File: src/rtl/asp_pkg.sv
// Shared types and constants for the audio sample packetizer.
// No dependencies; imported by every module of the block.
package asp_pkg;

	// Configuration register indexes
	localparam int CFG_IDX_W = 2;
	localparam logic [CFG_IDX_W-1:0] CFG_FORMAT   = 2'd0;
	localparam logic [CFG_IDX_W-1:0] CFG_CHANNELS = 2'd1;
	localparam logic [CFG_IDX_W-1:0] CFG_RATE     = 2'd2;

	localparam int CFG_DATA_W = 32;

	// Sample encodings
	localparam logic [1:0] FMT_FLOAT32 = 2'd0;
	localparam logic [1:0] FMT_PCM16   = 2'd1;
	localparam logic [1:0] FMT_PCM24   = 2'd2;
	localparam logic [1:0] FMT_PCM32   = 2'd3;

	// Register reset values
	localparam logic [1:0]  RST_FORMAT   = FMT_PCM16;
	localparam logic [1:0]  RST_CHANNELS = 2'd2;
	localparam logic [31:0] RST_RATE     = 32'd48000;

	localparam int MAX_PACKET_FRAMES_DEF = 240;

	// Lane result kinds
	localparam logic [1:0] KIND_ZERO = 2'd0;
	localparam logic [1:0] KIND_PASS = 2'd1;
	localparam logic [1:0] KIND_SAT  = 2'd2;
	localparam logic [1:0] KIND_CALC = 2'd3;

	localparam logic [14:0] SAMPLE_SCALE = 15'd32767;
	localparam logic [15:0] SAMPLE_MAX   = 16'd32767;

	// Packet layout (byte offsets within one frame's byte image)
	localparam logic [31:0] HDR_MAGIC     = 32'h32414D42; // "BMA2", low byte first
	localparam logic [7:0]  HDR_BITS      = 8'd16;
	localparam int          FRAME_BYTES   = 20;
	localparam int          BIDX_W        = 5;
	localparam logic [BIDX_W-1:0] BIDX_HDR_START = 5'd0;
	localparam logic [BIDX_W-1:0] BIDX_PAYLOAD   = 5'd16;
	localparam logic [BIDX_W-1:0] BIDX_LAST_MONO = 5'd17;
	localparam logic [BIDX_W-1:0] BIDX_LAST_STEREO = 5'd19;

	typedef struct packed {
		logic [31:0] left_raw;
		logic [31:0] right_raw;
		logic        is_silent;
		logic [15:0] frames_left;
	} in_item_t;

	typedef struct packed {
		logic [7:0] out_byte;
		logic       packet_end;
		logic       item_end;
	} out_item_t;

	// Converted frame handed from the lanes to the packer
	typedef struct packed {
		logic [15:0] smp_l;
		logic [15:0] smp_r;
		logic [15:0] frame_cnt;
	} frame_t;

endpackage

File: src/rtl/audio_sample_packetizer_unit.sv
// Audio sample packetizer: top level with config registers, two lanes and the packer.
// Depends on asp_pkg, asp_lane, asp_packer.
//
// Takes one audio frame per input beat and emits a little-endian byte stream, one byte
// per output beat. Each packet opens with a 16-byte header ("BMA2", a wrapping 32-bit
// sequence number, rate_hz, the channel count, the value 16 and the frame count
// min(MAX_PACKET_FRAMES, frames_left)), followed by that many frames of signed 16-bit
// samples, low byte first, left before right. item_end marks the last byte of each
// frame and packet_end the last byte of each packet. A channel_count of 0 acts as 1
// and 3 as 2; frames_left of 0 acts as 1. Throughput is set by the byte-wide output
// register: a stereo frame is 4 bytes, a mono frame 2, and a frame that opens a
// packet 16 more. Input beats are taken back to back while the two conversion stages
// and the packer's frame buffer have room, so a new frame enters while the previous
// one is still being sent; the frame buffer feeds the output register.
// Configuration writes belong only to idle periods; the registers are read live.
module audio_sample_packetizer_unit import asp_pkg::*; #(
	parameter int MAX_PACKET_FRAMES = MAX_PACKET_FRAMES_DEF
) (
	input  logic                  clk,
	input  logic                  arst_n,
	input  logic                  cfg_we,
	input  logic [CFG_IDX_W-1:0]  cfg_index,
	input  logic [CFG_DATA_W-1:0] cfg_data,
	input  logic                  in_valid,
	output logic                  in_stall,
	input  in_item_t              in_data,
	output logic                  out_valid,
	input  logic                  out_stall,
	output out_item_t             out_data
);

	logic [1:0]  format_q;
	logic [1:0]  channels_q;
	logic [31:0] rate_q;

	logic        v_s1;
	logic        v_s2;
	logic [15:0] cnt_s1;
	logic [15:0] cnt_s2;
	logic        ready_s1;
	logic        ready_s2;
	logic [15:0] avail;
	logic [15:0] cnt_d;
	frame_t      frame;
	logic        frame_take;

	// Configuration registers
	always_ff @(posedge clk or negedge arst_n) begin
		if (!arst_n) begin
			format_q   <= RST_FORMAT;
			channels_q <= RST_CHANNELS;
			rate_q     <= RST_RATE;
		end else if (cfg_we) begin
			unique case (cfg_index)
				CFG_FORMAT:   format_q   <= cfg_data[1:0];
				CFG_CHANNELS: channels_q <= cfg_data[1:0];
				CFG_RATE:     rate_q     <= cfg_data[31:0];
				default: ;
			endcase
		end
	end

	// Pipeline flow: a stage advances when the next one is empty or moving.
	assign ready_s2 = !v_s2 || frame_take;
	assign ready_s1 = !v_s1 || ready_s2;
	assign in_stall = !ready_s1;

	always_ff @(posedge clk or negedge arst_n) begin
		if (!arst_n) begin
			v_s1 <= 1'b0;
			v_s2 <= 1'b0;
		end else begin
			if (ready_s1)
				v_s1 <= in_valid;
			if (ready_s2)
				v_s2 <= v_s1;
		end
	end

	// Frame count of a packet that this frame would open
	assign avail = (in_data.frames_left == 16'd0) ? 16'd1 : in_data.frames_left;
	assign cnt_d = (avail < 16'(MAX_PACKET_FRAMES)) ? avail : 16'(MAX_PACKET_FRAMES);

	always_ff @(posedge clk) begin
		if (ready_s1)
			cnt_s1 <= cnt_d;
		if (ready_s2)
			cnt_s2 <= cnt_s1;
	end

	asp_lane u_lane_l (
		.clk    (clk),
		.en_s1  (ready_s1),
		.en_s2  (ready_s2),
		.raw    (in_data.left_raw),
		.fmt    (format_q),
		.silent (in_data.is_silent),
		.smp    (frame.smp_l)
	);

	asp_lane u_lane_r (
		.clk    (clk),
		.en_s1  (ready_s1),
		.en_s2  (ready_s2),
		.raw    (in_data.right_raw),
		.fmt    (format_q),
		.silent (in_data.is_silent),
		.smp    (frame.smp_r)
	);

	assign frame.frame_cnt = cnt_s2;

	// Merge both lanes into the byte stream; two channels whenever bit 1 is set.
	asp_packer #(
		.MAX_PACKET_FRAMES (MAX_PACKET_FRAMES)
	) u_packer (
		.clk         (clk),
		.arst_n      (arst_n),
		.frame_valid (v_s2),
		.frame       (frame),
		.frame_take  (frame_take),
		.two_ch      (channels_q[1]),
		.rate_hz     (rate_q),
		.out_valid   (out_valid),
		.out_stall   (out_stall),
		.out_data    (out_data)
	);

endmodule

File: src/rtl/asp_lane.sv
// One conversion lane: raw sample word to signed 16 bits, two stages.
// Depends on asp_pkg.
module asp_lane import asp_pkg::*; (
	input  logic        clk,
	input  logic        en_s1,
	input  logic        en_s2,
	input  logic [31:0] raw,
	input  logic [1:0]  fmt,
	input  logic        silent,
	output logic [15:0] smp
);

	logic        sign;
	logic [7:0]  expo;
	logic [22:0] frac;
	logic [1:0]  kind_d;
	logic [15:0] val_d;
	logic [38:0] prod_d;

	logic [1:0]  kind_s1;
	logic        sign_s1;
	logic [15:0] val_s1;
	logic [38:0] prod_s1;
	logic [7:0]  expo_s1;

	logic        lead;
	logic [23:0] r0;
	logic        rbit;
	logic        sticky;
	logic [24:0] rnd;
	logic [7:0]  sh;
	logic [24:0] mag25;
	logic [15:0] mag16;
	logic [15:0] smp_d;
	logic [15:0] smp_s2;

	assign sign = raw[31];
	assign expo = raw[30:23];
	assign frac = raw[22:0];
	assign prod_d = {1'b1, frac} * SAMPLE_SCALE;

	always_comb begin
		kind_d = KIND_ZERO;
		val_d  = raw[15:0];
		if (!silent) begin
			case (fmt)
				FMT_FLOAT32: begin
					if (expo == 8'hFF && frac != 23'd0)
						kind_d = KIND_ZERO;
					else if (expo >= 8'd127)
						kind_d = KIND_SAT;
					else if (expo == 8'd0)
						kind_d = KIND_ZERO; // subnormals scale far below one LSB
					else
						kind_d = KIND_CALC;
				end
				FMT_PCM16: kind_d = KIND_PASS;
				FMT_PCM24: begin
					kind_d = KIND_PASS;
					val_d  = raw[23:8];
				end
				default: begin
					kind_d = KIND_PASS;
					val_d  = raw[31:16];
				end
			endcase
		end
	end

	always_ff @(posedge clk) begin
		if (en_s1) begin
			kind_s1 <= kind_d;
			sign_s1 <= sign;
			val_s1  <= val_d;
			prod_s1 <= prod_d;
			expo_s1 <= expo;
		end
	end

	// Round the product to 24 significant bits (nearest even), then shift down.
	always_comb begin
		lead   = prod_s1[38];
		r0     = lead ? prod_s1[38:15] : prod_s1[37:14];
		rbit   = lead ? prod_s1[14] : prod_s1[13];
		sticky = lead ? (|prod_s1[13:0]) : (|prod_s1[12:0]);
		rnd    = {1'b0, r0} + 25'(rbit && (sticky || r0[0]));
		sh     = 8'd136 - expo_s1 - {7'd0, lead};
		mag25  = (sh >= 8'd25) ? 25'd0 : (rnd >> sh[4:0]);
		mag16  = (mag25 > 25'(SAMPLE_MAX)) ? SAMPLE_MAX : mag25[15:0];
		case (kind_s1)
			KIND_ZERO: smp_d = 16'd0;
			KIND_PASS: smp_d = val_s1;
			KIND_SAT:  smp_d = sign_s1 ? (16'd0 - SAMPLE_MAX) : SAMPLE_MAX;
			default:   smp_d = sign_s1 ? (16'd0 - mag16) : mag16;
		endcase
	end

	always_ff @(posedge clk) begin
		if (en_s2)
			smp_s2 <= smp_d;
	end

	assign smp = smp_s2;

endmodule

File: src/rtl/asp_packer.sv
// Merge stage: frames packet state, builds header and sample bytes, drives output beats.
// Depends on asp_pkg.
module asp_packer import asp_pkg::*; #(
	parameter int MAX_PACKET_FRAMES = MAX_PACKET_FRAMES_DEF
) (
	input  logic        clk,
	input  logic        arst_n,
	input  logic        frame_valid,
	input  frame_t      frame,
	output logic        frame_take,
	input  logic        two_ch,
	input  logic [31:0] rate_hz,
	output logic        out_valid,
	input  logic        out_stall,
	output out_item_t   out_data
);

	localparam int FPL_W = $clog2(MAX_PACKET_FRAMES + 1);

	logic                  busy_q;
	logic [BIDX_W-1:0]     idx_q;
	logic [BIDX_W-1:0]     last_q;
	logic                  pend_q;
	logic [8*FRAME_BYTES-1:0] bytes_q;
	logic [31:0]           seq_q;
	logic [FPL_W-1:0]      fpl_q;
	logic                  out_valid_q;
	out_item_t             out_q;

	logic                  out_free;
	logic                  emit;
	logic                  done;
	logic                  hdr;
	logic [FPL_W-1:0]      fpl_next;
	logic [7:0]            chans;

	assign out_free   = !out_valid_q || !out_stall;
	assign emit       = busy_q && out_free;
	assign done       = emit && (idx_q == last_q);
	assign frame_take = frame_valid && (!busy_q || done);
	assign hdr        = (fpl_q == '0);
	assign fpl_next   = (hdr ? frame.frame_cnt[FPL_W-1:0] : fpl_q) - FPL_W'(1);
	assign chans      = two_ch ? 8'd2 : 8'd1;

	always_ff @(posedge clk or negedge arst_n) begin
		if (!arst_n) begin
			busy_q <= 1'b0;
			idx_q  <= BIDX_HDR_START;
			seq_q  <= 32'd0;
			fpl_q  <= '0;
		end else if (frame_take) begin
			busy_q <= 1'b1;
			idx_q  <= hdr ? BIDX_HDR_START : BIDX_PAYLOAD;
			fpl_q  <= fpl_next;
			if (hdr)
				seq_q <= seq_q + 32'd1;
		end else if (done) begin
			busy_q <= 1'b0;
		end else if (emit) begin
			idx_q <= idx_q + BIDX_W'(1);
		end
	end

	// Byte image of the frame; header bytes are skipped when a packet is open.
	always_ff @(posedge clk) begin
		if (frame_take) begin
			bytes_q <= {frame.smp_r, frame.smp_l, frame.frame_cnt, HDR_BITS, chans,
				rate_hz, seq_q, HDR_MAGIC};
			last_q  <= two_ch ? BIDX_LAST_STEREO : BIDX_LAST_MONO;
			pend_q  <= (fpl_next == '0);
		end
	end

	always_ff @(posedge clk or negedge arst_n) begin
		if (!arst_n)
			out_valid_q <= 1'b0;
		else if (out_free)
			out_valid_q <= emit;
	end

	always_ff @(posedge clk) begin
		if (emit) begin
			out_q.out_byte   <= bytes_q[{idx_q, 3'b000} +: 8];
			out_q.packet_end <= done && pend_q;
			out_q.item_end   <= done;
		end
	end

	assign out_valid = out_valid_q;
	assign out_data  = out_q;

endmodule

File: config.mk
export PLATFORM = sky130hd
export DESIGN_NAME = audio_sample_packetizer_unit
export DESIGN_NICKNAME = d
export VERILOG_FILES = /design/src/rtl/asp_pkg.sv /design/src/rtl/audio_sample_packetizer_unit.sv /design/src/rtl/asp_lane.sv /design/src/rtl/asp_packer.sv
export SDC_FILE = /design/constraint.sdc
export NUM_CORES = 2
export LEC_CHECK = 0
export ABC_AREA = 1
export ABC_CLOCK_PERIOD_IN_PS = 14050
export BUFFER_PORTS_ARGS = -buffer_cell sky130_fd_sc_hd__buf_2
export CORE_MARGIN = 2
export CORE_UTILIZATION = 45
export DETAILED_ROUTE_END_ITERATION = 12
export PLACE_DENSITY = 0.65
export SYNTH_ARGS = -nofsm -noshare
export SYNTH_HDL_FRONTEND = slang
export SYNTH_HIERARCHICAL = 1
export SYNTH_SLANG_ARGS = --single-unit
File: constraint.sdc
create_clock -name clk -period 14.05 [get_ports clk]
set_input_delay 1.405 -clock clk [delete_from_list [all_inputs] [get_ports clk]]
set_output_delay 1.405 -clock clk [all_outputs]
set_load 0.05 [all_outputs]
==> flow_metrics.env <==
export IMPL_ys_ff_latch=405
export IMPL_path_max_fanout=5
export IMPL_design_die_area_um2=84700
export IMPL_antenna_found_initial=9
export IMPL_critical_path_class="input port to flip-flop"
export IMPL_arrival_ns=7.83
export IMPL_grt_setup_unrepaired="false"
export IMPL_die_h_um=291
export IMPL_num_fill_cells=7789
export IMPL_drive_gt1_share_pct=9.01
export IMPL_critPathLaunchType="input port"
export IMPL_synthArstFlopShare_pct=20.7
export IMPL_path_common_cell="fa_1"
export IMPL_synth_edf_count=321
export IMPL_cp_slowest_stage_delay_ns=0.58
export IMPL_post_cts_buffers=0
export IMPL_drt_vias_per_instance=5.18
export IMPL_maxSlewViolCount=0
export IMPL_grt_pass1_vias=27770
export IMPL_dpl_hpwl_um=77200
export IMPL_mostFrequentLayoutCell="nand2_1"
export IMPL_min_period_ns=7.49
export IMPL_ctsResizeCount=0
export IMPL_io_pins=132
export IMPL_timing_rr_end="u_lane_r/smp[14]$_DFFE_PP_"
export IMPL_rows=105
export IMPL_synthCells=4275
export IMPL_use_met2_pct=36.3
export IMPL_setup_viol=0
export IMPL_syn_area_per_cell_um2=8.67
export IMPL_track_usage_pct=22.6
export IMPL_htree_levels=2
export IMPL_max_slew_margin_pct=32.0
export IMPL_worstMarginPinSlew_ns=1.02
export IMPL_ys_seq_area_share_pct=31.7
export IMPL_place_congestion=0.934
export IMPL_synthesis_area_um2=37100
export IMPL_outcome="finished, final reports clean"
export IMPL_final_antenna_net_count=0
export IMPL_busiest_layer="met2"
export IMPL_drt_pass1_iterations=6
export IMPL_post_route_period_util_pct=53.3
export IMPL_drt_iter0_drc=1948
export IMPL_root_buffer="clkbuf_16"
export IMPL_wirelength_um=95200
export IMPL_grt_max_degree=81
export IMPL_timing_rr_start="u_lane_r/prod_s1[38]$_DFFE_PP_"
export IMPL_cts_hold_buf=0
export IMPL_wl_per_cell_um=17.4
export IMPL_whs_endpoint="u_packer/bytes_q[126]$_DFFE_PP_"
export IMPL_grt_use_met3_pct=2.52
export IMPL_cpMaxStageDelayCell="fa_1"
export IMPL_fin_setup_tns_ns=0
export IMPL_die_w_um=291
export IMPL_dr_total_vias=28412
export IMPL_tritoncts="done"
export IMPL_grt_pass1_wl_um=152000
export IMPL_use_met1_pct=32.7
export IMPL_core_um2=81800
export IMPL_cts_made_buffers=44
export IMPL_fin_nets=5063
export IMPL_cts_sinks=405
export IMPL_dpl_worst_slack_ns=5.99
export IMPL_drc_errors=0
export IMPL_path_cells="buf_2 -> inv_1 -> fa_1 -> inv_1 -> fa_1 -> fa_1 -> inv_1 -> fa_1 -> fa_1 -> inv_1 -> fa_1 -> ha_1 -> a21oi_1 -> inv_1 -> a31oi_1 -> o21bai_1 -> a21boi_0 -> o21ai_0 -> a21boi_0 -> o21ai_0 -> a21boi_0 -> o21ai_0 -> xor2_1"
export IMPL_whs_path_depth=0
export IMPL_hp_class="flip-flop to flip-flop"
export IMPL_crit_path_end_kind="flip-flop"
export IMPL_max_clock_path_buffers=3
export IMPL_synth_ff_type="edfxtp_1"
export IMPL_cp_required_ns=14.39
export IMPL_fin_ws_ns=6.56
export IMPL_areaGrowthSynthToFinish_pct=8.21
export IMPL_clkTransAtPathRegs_ns=0.07
export IMPL_ff2ff_path_depth=30
export IMPL_yosys_warnings=6
export IMPL_holdCritStartpoint="cnt_s2[14]$_DFFE_PP_"
export IMPL_initial_core_util_pct=45.3
export IMPL_overflow=0
export IMPL_clk_latency_ns=0.60
export IMPL_hold_violations=0
export IMPL_layout_common_cells="nand2_1 (917), inv_1 (781), nand3_1 (382), fa_1 (344), edfxtp_1 (321)"
export IMPL_ys_types=67
export IMPL_max_clock_freq_mhz=134
export IMPL_io_buffers=131
export IMPL_r2r_setup_slack_ns=7.67
export IMPL_max_cap_violations=0
export IMPL_fin_skew_ns=0.0441
## metrics by stage
step / instances / utilization (%) / hold slack, ns / instance area, um^2
finish: 5480 / 49.0 / 0.410 / 40100
global route: 5475 / 49.0 / 0.422 / 40100
CTS: 5475 / 49.0 / 0.412 / 40100
detailed placement: 5393 / 47.1 / 0.405 / 38600
global placement: 5393 / 47.1 / 0.402 / 38600
floorplan: 4282 / - / 0.400 / 37100
## per-layer routing
layer / vias up / wire length (um)
li1: 13917 / -
met1: 13637 / 44300
met2: 751 / 44100
met3: 103 / 4620
met4: 4 / 2090
met5: - / 34
## sequential cells by signal, indices dropped and copies added (netlist names), 2 cells and up
register           count
u_lane_r/prod_s1      39
cnt_s2                16
rate_q                32
u_packer/seq_q        32
u_packer/bytes_q     114
u_lane_r/val_s1       16
u_lane_r/smp          16
u_lane_r/kind_s1       2
u_lane_l/kind_s1       2
u_packer/fpl_q         8
u_lane_l/prod_s1      39
u_lane_l/val_s1       16
format_q               2
u_lane_l/expo_s1       8
u_packer/idx_q         5
u_lane_r/expo_s1       8
cnt_s1                16
u_packer/out_data     10
u_lane_l/smp          16
## worst max-delay path by stage
| stage | cells after the start | to | from | slack (ns) |
|---|---|---|---|---|
| CTS | 23 | u_lane_r/prod_s1[37]$_DFFE_PP_ | in_data[21] | 6.62 |
| global placement | 23 | u_lane_r/prod_s1[37]$_DFFE_PP_ | in_data[21] | 6.09 |
| global route | 23 | u_lane_r/prod_s1[37]$_DFFE_PP_ | in_data[21] | 6.20 |
| finish | 23 | u_lane_r/prod_s1[37]$_DFFE_PP_ | in_data[21] | 6.56 |
| floorplan | 12 | cnt_s1[0]$_SDFFCE_PP0N_ | out_stall | 5.08 |
| detailed placement | 23 | u_lane_r/prod_s1[37]$_DFFE_PP_ | in_data[21] | 5.99 |
## final cells by class
cell class	count	area (um^2)	area share, %
flip-flops and latches	405	11800	29.3
diodes	5	12.5	0.0312
repair buffers	149	793	1.98
multi-input cells	2968	21700	54.1
clock inverters	24	310	0.774
clock buffers	58	1200	3.00
inverters	801	3020	7.53
well taps	1070	1340	3.34
## critical path, delay by kind of cell
| kind | cells | cell delay (ns) |
|---|---|---|
| adder cells (fa/ha/maj) | 7 | 3.48 |
| buffers and inverters | 6 | 0.53 |
| XOR/XNOR | 1 | 0.15 |
| AO/OA/AOI/OAI | 9 | 2.26 |
## cells in the mapped netlist (all sizes together), types with 11 or more instances
master	n	area, um^2
nand2	966	3780
inv	796	2990
nand3	396	2080
fa	344	6890
edfxtp	321	9640
nor2	285	1290
o21ai	259	1420
ha	230	2880
a21oi	119	596
dfrtp	75	1880
xor2	75	664
buf	57	460
clkbuf	51	191
xnor2	49	429
o22ai	45	282
nand4	44	309
nor3	25	130
a31oi	18	113
nor4	16	106
o211ai	13	97.6
o21bai	11	82.6
## kinds of logic after synthesis
family                     Yosys count  synth area share (%)
AOI/OAI and AO/OA                  509                  7.95
xor gates and xnor gates           124                  2.95
adders and majority gates          574                  26.3
buffers and inverters              909                  9.88
DFF                                405                  31.7
other                                1                0.0101
and+or+nand+nor                   1753                  21.2
Power is left out: the tool's default activity adds up to more than one toggle a clock period on the data nets, which glitch-free logic cannot reach.
